<file path="src/sv/tli_pkg.sv">
// Shared constants, codes and types of the table linear interpolator.
package tli_pkg;

   // Table size and fraction precision.
   localparam int TABLE_DEPTH   = 256;
   localparam int FRACTION_BITS = 16;

   // Derived widths.
   localparam int DATA_W = 32;
   localparam int ADDR_W = $clog2(TABLE_DEPTH);
   localparam int CNT_W  = $clog2(TABLE_DEPTH + 1);
   localparam int QUO_W  = FRACTION_BITS + 1;
   localparam int STEP_W = $clog2(QUO_W);
   localparam int DIFF_W = DATA_W + 1;
   localparam int PROD_W = QUO_W + 1 + DIFF_W;
   localparam int SUM_W  = PROD_W - FRACTION_BITS + 1;

   // Operation codes.
   localparam logic [1:0] OP_CLEAR  = 2'd0;
   localparam logic [1:0] OP_APPEND = 2'd1;
   localparam logic [1:0] OP_QUERY  = 2'd2;

   // Status codes.
   localparam logic [1:0] ST_OK      = 2'd0;
   localparam logic [1:0] ST_CLAMPED = 2'd1;
   localparam logic [1:0] ST_EMPTY   = 2'd2;
   localparam logic [1:0] ST_FULL    = 2'd3;

   // Saturation limits of a result.
   localparam logic signed [DATA_W-1:0] DATA_MAX = {1'b0, {(DATA_W - 1){1'b1}}};
   localparam logic signed [DATA_W-1:0] DATA_MIN = {1'b1, {(DATA_W - 1){1'b0}}};

   // Table write port.
   typedef struct packed {
      logic              en;
      logic [ADDR_W-1:0] addr;
      logic [DATA_W-1:0] energy;
      logic [DATA_W-1:0] intensity;
   } mem_wr_type;

   // Divider result.
   typedef struct packed {
      logic             done;
      logic [QUO_W-1:0] quotient;
   } div_res_type;

endpackage

</file>
<file path="src/sv/tli_divider.sv">
// Restoring divider that produces the segment fraction one quotient bit per cycle.
module tli_divider (
   input  logic                        clock,
   input  logic                        reset,
   input  logic                        start,
   input  logic [tli_pkg::DATA_W-1:0]  num,
   input  logic [tli_pkg::DATA_W-1:0]  den,
   output tli_pkg::div_res_type        res
);

   logic                        busy_ff,  busy_in;
   logic                        done_ff,  done_in;
   logic [tli_pkg::STEP_W-1:0]  step_ff,  step_in;
   logic [tli_pkg::DATA_W:0]    rem_ff,   rem_in;
   logic [tli_pkg::DATA_W-1:0]  den_ff,   den_in;
   logic [tli_pkg::QUO_W-1:0]   quo_ff,   quo_in;
   logic                        bit_q;
   logic [tli_pkg::DATA_W:0]    diff;

   // The first step weighs the whole numerator against the divisor. The user must keep
   // the numerator from exceeding the divisor; the divider does not enforce this.
   always_comb begin
      bit_q   = (rem_ff >= {1'b0, den_ff});
      diff    = bit_q ? (rem_ff - {1'b0, den_ff}) : rem_ff;
      busy_in = busy_ff;
      done_in = 1'b0;
      step_in = step_ff;
      rem_in  = rem_ff;
      den_in  = den_ff;
      quo_in  = quo_ff;
      if (start) begin
         busy_in = 1'b1;
         step_in = tli_pkg::STEP_W'(tli_pkg::QUO_W - 1);
         rem_in  = {1'b0, num};
         den_in  = den;
         quo_in  = '0;
      end else if (busy_ff) begin
         quo_in = {quo_ff[tli_pkg::QUO_W-2:0], bit_q};
         rem_in = {diff[tli_pkg::DATA_W-1:0], 1'b0};
         if (step_ff == '0) begin
            busy_in = 1'b0;
            done_in = 1'b1;
         end else begin
            step_in = step_ff - 1'b1;
         end
      end
   end

   // Control state.
   always_ff @(posedge clock) begin
      if (reset) begin
         busy_ff <= 1'b0;
         done_ff <= 1'b0;
      end else begin
         busy_ff <= busy_in;
         done_ff <= done_in;
      end
   end

   // Datapath.
   always_ff @(posedge clock) begin
      step_ff <= step_in;
      rem_ff  <= rem_in;
      den_ff  <= den_in;
      quo_ff  <= quo_in;
   end

   assign res.done     = done_ff;
   assign res.quotient = quo_ff;

endmodule

</file>
<file path="config.mk">
export PLATFORM = sky130hd
export DESIGN_NAME = tli_divider
export DESIGN_NICKNAME = d
export VERILOG_FILES = /design/src/sv/tli_pkg.sv /design/src/sv/tli_divider.sv
export SDC_FILE = /design/constraint.sdc
export NUM_CORES = 1
export LEC_CHECK = 0
export BUFFER_PORTS_ARGS = -buffer_cell sky130_fd_sc_hd__buf_2
export CAP_MARGIN = 20
export CELL_PAD_IN_SITES_DETAIL_PLACEMENT = 0
export CELL_PAD_IN_SITES_GLOBAL_PLACEMENT = 1
export CORE_MARGIN = 2
export CORE_UTILIZATION = 25
export DETAILED_ROUTE_END_ITERATION = 10
export GPL_ROUTABILITY_DRIVEN = 1
export PLACE_DENSITY_LB_ADDON = 0.12
export RECOVER_POWER = 25
export SYNTH_ARGS = -nofsm -noshare
export SYNTH_HDL_FRONTEND = slang
export SYNTH_SLANG_ARGS = --single-unit
</file>
<file path="constraint.sdc">
create_clock -name clock -period 3.5 [get_ports clock]
set_input_delay 0.35 -clock clock [delete_from_list [all_inputs] [get_ports clock]]
set_output_delay 0.35 -clock clock [all_outputs]
set_load 0.02 [all_outputs]
</file>
==> results of run 1 <==
[layout by cell type, fill, tap and decap left out, types with 5 or more instances in the layout]
master,n
o21ai_0,14
clkbuf_16,9
and3_1,12
nor4_1,7
nand3_1,5
a21oi_1,40
or2_2,6
dfxtp_1,25
mux2i_1,20
edfxtp_1,64
o21a_1,8
buf_4,21
a21o_1,13
a221o_1,6
buf_2,83
ha_1,33
nand2_1,58
a31oi_1,18
xnor2_1,22
or3_1,5
nand4_1,6
inv_1,46
xor2_1,5
nor3_1,7
nor2_1,65
[area by class of cell]
| type | count | area, um2 | area share (%) |
|---|---|---|---|
| clock inverters | 7 | 81.33 | 1.246 |
| well taps | 275 | 344.1 | 5.271 |
| clock buffers | 9 | 225.2 | 3.450 |
| inverters | 46 | 172.7 | 2.645 |
| multi-input cells | 405 | 2701 | 41.38 |
| flip-flops and latches | 89 | 2422 | 37.11 |
| repair buffers | 106 | 580.6 | 8.894 |
[critical path, delay by kind of cell (launching register included)]
kind | cells | cell delay [ns]
AO/OA/AOI/OAI | 5 | 1.33
adder cells (fa/ha/maj) | 1 | 0.43
buffers and inverters | 1 | 0.26
flip-flops | 1 | 0.41
AND/OR/NAND/NOR | 2 | 0.47
[flip-flops by register name (all words and copies together), names as in the netlist]
register,flops
busy_ff,1
done_ff,1
rem_ff,33
den_ff,32
step_ff,5
quo_ff,17
[kinds of logic (layout without fill, tap and decap cells)]
family | Yosys count | count (layout)
adder cells (fa/ha/maj) | 34 | 34
flip-flops | 89 | 89
buffers and inverters | 73 | 168
AND/OR/NAND/NOR | 185 | 185
multiplexers | 21 | 21
AO/OA/AOI/OAI | 138 | 138
XOR/XNOR | 27 | 27
[routing by layer]
layer / vias up / GRT usage (%)
met3: 18 / 3.102
li1: 2236 / -
met1: 2141 / 18.38
met4: 0 / 4.206
met2: 89 / 22.23
met5: - / 0
[metrics by stage]
step	std cells	power (uW)	hold slack, ns
4_1_cts	937	4294	0.1394
5_1_grt	937	4561	0.1368
2_1_floorplan	567	2721	0.4191
6_report	937	4233	0.1545
3_5_place_dp	921	3258	0.4549
3_3_place_gp	921	3269	0.4552
[path summary, 6_finish.rpt]
check	startpoint	cells after the start	to	slack, ns
setup / recovery	rem_ff[14]$_DFFE_PP_	9	rem_ff[14]$_DFFE_PP_	0.33
hold / removal	den[8]	1	den_ff[8]$_DFFE_PP_	0.15
setup reg to reg	rem_ff[14]$_DFFE_PP_	9	rem_ff[14]$_DFFE_PP_	0.33
hold reg to reg	step_ff[4]$_SDFFE_PP1P_	1	done_ff$_SDFF_PP0_	0.46
[power breakdown]
part / leakage, uW / internal [uW] / switching (uW)
Combinational: 0.00186 / 782 / 1050
Clock: 0.000150 / 509 / 495
Sequential: 0.000838 / 1320 / 78.2
Total: 0.00285 / 2610 / 1620
==> summary.txt, run 1 <==
STA
  • Final Cycle Share: between 90% and 100%
  • Final setup fails: 0
  • Setup TNS: 0 ns
  • RSZ-0062 raised after global routing: false
  • Hold Fails Final Rpt: 0
  • Worst Skew: around 0.014 ns
  • Fmax: 315.7 MHz
  • Slew Viols, Final: 29
  • Worst Tran Pin Value: 1.630 ns
  • Final worst slack: approximately 0.33 ns
  • Min cycle time layout: about 3.2 ns
  • Rel. slew slack: -8.666%

Clocking
  • Post-CTS Resized: 0
  • CTS Sinks: 89
  • Worst-Skew Late Latency: 0.36 ns
  • CTS Root Cell: clkbuf_16
  • Clock transition at path regs: 0.08 ns
  • Total CTS buffers: 9
  • Maximum root-to-sink buffer count: 2
  • Hold_buf cts: 0
  • CTS tree: done
  • # Post-CTS Setup Buffers: 0
  • H-tree levels: 3

Pwr
  • Leakage: 0.002847 uW
  • PwrDens: 648.5 nW/um2
  • VDD IR max: between 200 and 300 uV

Place
  • Post-detail-place hpwl: between 10000 and 15000 um
  • GPL Wtd Cong: between 0.8 and 0.9
  • Setup WS pre-CTS: between 0.3 and 0.4 ns
  • Area post-placement: between 6000 and 7000 um2
  • Buffers on Ports: 84

Worst setup path
  • CP max FO: 11
  • Worst setup EP type: flip-flop
  • Worst path max stage delay: around 0.43 ns
  • CP arrival: 3.27 ns
  • Slowest cell on crit path: ha_1
  • Critical setup path kind: flip-flop to flip-flop
  • CP cell instances: ha_1 > a21oi_1 > nor3_1 > nor4_2 > o31ai_4 > a41oi_2 > buf_4 > a311oi_1 > a211o_1
  • Critical path required time: about 3.6 ns
  • CP Launch Type: flip-flop

Die
  • DIE WIDTH: roughly 150 um
  • CORE AREA: ~21000 um2
  • Die area: about 23000 um2
  • Rows: 53
  • Initial Util: roughly a quarter
  • Die Height: 151.1 um
  • IO Pins: 85

Cells and area
  • Area grow syn2layout: 20.71%
  • Final instance area: 6528 um2
  • Layout fillers: around 2300
  • Share of cells above drive strength 1: 20.39%
  • Post-layout util: approximately 30%
  • # diodes: 0
  • Final #Nets: about 760

Drt
  • Met1 wire length: between 7000 and 8000 um
  • WL met3: about 610 um
  • Routed WL: ~15000 um
  • Residual DRC: 0
  • Met2 wire len: between 6000 and 7000 um
  • Routed Antenna Nets: 0
  • Via density: ~4.8
  • Number of DRC markers in iteration 0: 279
  • First drt pass iteration count: 4
  • Per-cell routed wire length: between 15 and 20 um
  • Via count: between 4000 and 5000
  • Top Metal Used: met4

Synth
  • Post-Synth XOR/XNOR Area: between 4 and 5%
  • Synth top cells by count: nor2_1, edfxtp_1, nand2_1, inv_1, a21oi_1
  • Syn Nets: roughly 670
  • Seq/Total Area, Yosys: between 40% and 50%
  • Multiplexer area fraction after synthesis: 3.910%
  • Yosys top cell area share: a little over a third
  • Syn avg cell area: ~9.5 um2
  • Post-synth ARST share: 0%
  • Cell with the most instances after synthesis: nor2_1
  • Simple-gate share of the synthesized area: around 16%
  • Largest family of logic cells by synthesized area: compound AO/OA/AOI/OAI gates
  • FF+latch count, synth: between 80 and 90
  • Synth area leaders: edfxtp_1, dfxtp_1, ha_1, nor2_1, nand2_1
  • Mapped Cells: 567
  • Post-synth cell types: roughly 60
  • Post-synth EDFFs: 64
  • Ys flop type: edfxtp_1
  • Compound-Gate Fraction of Synth Area: approximately 18%
  • Synth area leader: edfxtp_1
  • Ys Warns: 0
  • Adder-cell share of the synthesized area: 8.006%
  • Synthesized area: roughly 5400 um2

GRT
  • Initial antenna violation count: 0
  • GRT Util Overall: about 14%
  • GR Overflow Total: 0
  • First-pass GRT wire length: ~24000 um
  • Vias in the first global route: about 4700
  • Largest net degree at the start of global routing: 49

Run
  • Max_cap viols: 1

Min path
  • Worst Hold Class: input pin to flip-flop

Status
  • Outcome: finished with violations
  • Failing checks: capacitance limit, slew limit
(Power assumes the default switching activity.)
==> inputs of run 2 (changes only) <==
--- a/config.mk
+++ b/config.mk
@@ -10,7 +10,7 @@
 export CELL_PAD_IN_SITES_DETAIL_PLACEMENT = 0
 export CELL_PAD_IN_SITES_GLOBAL_PLACEMENT = 1
 export CORE_MARGIN = 2
-export CORE_UTILIZATION = 25
+export CORE_UTILIZATION = 44
 export DETAILED_ROUTE_END_ITERATION = 10
 export GPL_ROUTABILITY_DRIVEN = 1
 export PLACE_DENSITY_LB_ADDON = 0.12
==> run 2 against run 1 <==
Net effect: largest cell class unchanged; highest routed layer unchanged; critical path depth grew 1; final cell count down 14%; first-iteration DRC count up 6.5%; the run now ends clean; fmax down 0.56%.
==> summary.txt, run 2 (same netlist as run 1, synthesis figures left out) <==
Status
  • Outcome: finished, final reports clean

Clocking
  • Worst-Skew Late Latency: approximately 0.34 ns
  • Hold_buf cts: 0
  • CTS Root Cell: clkbuf_16
  • Clock transition at path regs: 0.06 ns
  • H-tree levels: 3
  • Total CTS buffers: 9
  • CTS tree: done
  • # Post-CTS Setup Buffers: 0
  • Post-CTS Resized: 0
  • CTS Sinks: 89
  • Maximum root-to-sink buffer count: 2

Worst setup path
  • CP arrival: approximately 3.3 ns
  • CP Launch Type: flip-flop
  • Critical setup path kind: flip-flop to flip-flop
  • Worst setup EP type: flip-flop
  • CP max FO: 12
  • Critical path required time: 3.60 ns

Drt
  • Routed Antenna Nets: 0
  • First drt pass iteration count: 5
  • Residual DRC: 0
  • Via density: approximately 5.5
  • Per-cell routed wire length: roughly 16 um
  • Routed WL: approximately 13000 um
  • Via count: 4398
  • Number of DRC markers in iteration 0: just under 300

Die
  • CORE AREA: between 10000 and 15000 um2
  • Die area: about 13000 um2
  • Initial Util: approximately 45%
  • IO Pins: 85
  • Rows: 40
  • DIE WIDTH: between 100 and 150 um
  • Die Height: 114.9 um

Pwr
  • Flop pwr share: 33.8%
  • PwrDens: around 650 nW/um2
  • Sw power: approximately 1500 uW
  • VDD IR max: a little over 300 uV
  • Gate power share: 42.9%
  • Switching Share: a little over a third
  • Leakage: around 0.0028 uW
  • Internal power: 2640 uW
  • Total Power: between 4000 and 5000 uW
  • Clock Power Share: around a quarter

Cells and area
  • Share of cells above drive strength 1: 19.66%
  • # diodes: 0
  • Biggest register: rem_ff
  • Max reg flops: 33
  • Final #Nets: 752
  • Layout fillers: between 1000 and 1500
  • Most frequent cells in the layout: buf_2, nor2_1, edfxtp_1
  • Multi-input gate area: 2701 um2
  • Post-route insts no fill: approximately 800
  • Area grow syn2layout: 16.89%
  • Most common cell after layout, fill and taps aside: buf_2
  • Register area: 2422 um2
  • Biggest regs: rem_ff x33, den_ff x32, quo_ff x17

Place
  • GPL Wtd Cong: 0.9020
  • Post-detail-place hpwl: ~9500 um
  • Placed insts: slightly below 800
  • Buffers on Ports: between 80 and 90

STA
  • Final setup fails: 0
  • Setup TNS: 0 ns
  • Worst Skew: 0.008275 ns
  • Fmax: ~310 MHz
  • Final Cycle Share: 91.02%
  • Worst Tran Pin Value: between 1 and 1.5 ns
  • Hold Fails Final Rpt: 0
  • Min cycle time layout: around 3.2 ns
  • RSZ-0062 raised after global routing: false
  • Rel. slew slack: between 5 and 6%
  • Slew Viols, Final: 0

GRT
  • Initial antenna violation count: 0
  • GR Overflow Total: 0
  • GRT Util Overall: just over 20%
  • First-pass GRT wire length: between 20000 and 25000 um
  • Largest net degree at the start of global routing: 39
  • Vias in the first global route: 4378

Min path
  • Worst Hold Class: input pin to flip-flop

Run
  • Max_cap viols: 0
==> run 2: worst paths after layout <==
check	from	endpoint	slack, ns	depth (start not counted)
max	rem_ff[1]$_DFFE_PP_	rem_ff[30]$_DFFE_PP_	0.31	10
max reg2reg	rem_ff[1]$_DFFE_PP_	rem_ff[30]$_DFFE_PP_	0.31	10
min	den[6]	den_ff[6]$_DFFE_PP_	0.18	1
min reg2reg	step_ff[4]$_SDFFE_PP1P_	done_ff$_SDFF_PP0_	0.46	1
==> run 2: metal layers <==
layer,part of all wire [%],vias up,global-route usage [%]
li1,-,2207,-
met1,50,2073,28.78
met2,44,113,32.24
met3,5.3,5,4.639
met4,0.82,0,5.060
met5,0,-,0
==> run 2: cell type report <==
| type | instances | share of cell area, % |
|---|---|---|
| clock buffers | 13 | 4.454 |
| clock inverters | 3 | 0.3563 |
| inverters | 46 | 2.732 |
| multi-input cells | 405 | 42.74 |
| flip-flops and latches | 89 | 38.32 |
| well taps | 147 | 2.910 |
| repair buffers | 100 | 8.492 |
==> run 2: critical path: stages (launching register included) <==
cell and delay (ns):
edfxtp_1 0.45, ha_1 0.34, nor2b_1 0.18, o2111ai_1 0.16, a21o_1 0.23, o21ba_4 0.26, o31ai_4 0.26, a41oi_2 0.21
buf_4 0.24, or4_1 0.46, and3_1 0.15
==> run 2: metrics by stage <==
step / cell area (um2) / setup WS (ns) / hold WS, ns / util (%)
2_1_floorplan: 5408 / 0.7003 / 0.4191 / -
3_3_place_gp: 6021 / 0.3859 / 0.4337 / 50.13
3_5_place_dp: 6021 / 0.3285 / 0.4471 / 50.13
4_1_cts: 6325 / 0.3158 / 0.1622 / 52.66
5_1_grt: 6321 / 0.1529 / 0.1579 / 52.63
6_report: 6321 / 0.3144 / 0.1775 / 52.63
==> run 2: power groups by stage <==
stage | clock, uW | combinational (uW) | sequential (uW)
global route | 1040 | 1980 | 1410
floorplan | 0 | 1330 | 1390
CTS | 998 | 1780 | 1400
finish | 965 | 1780 | 1400
global placement | 0 | 1760 | 1410
detailed placement | 0 | 1760 | 1420
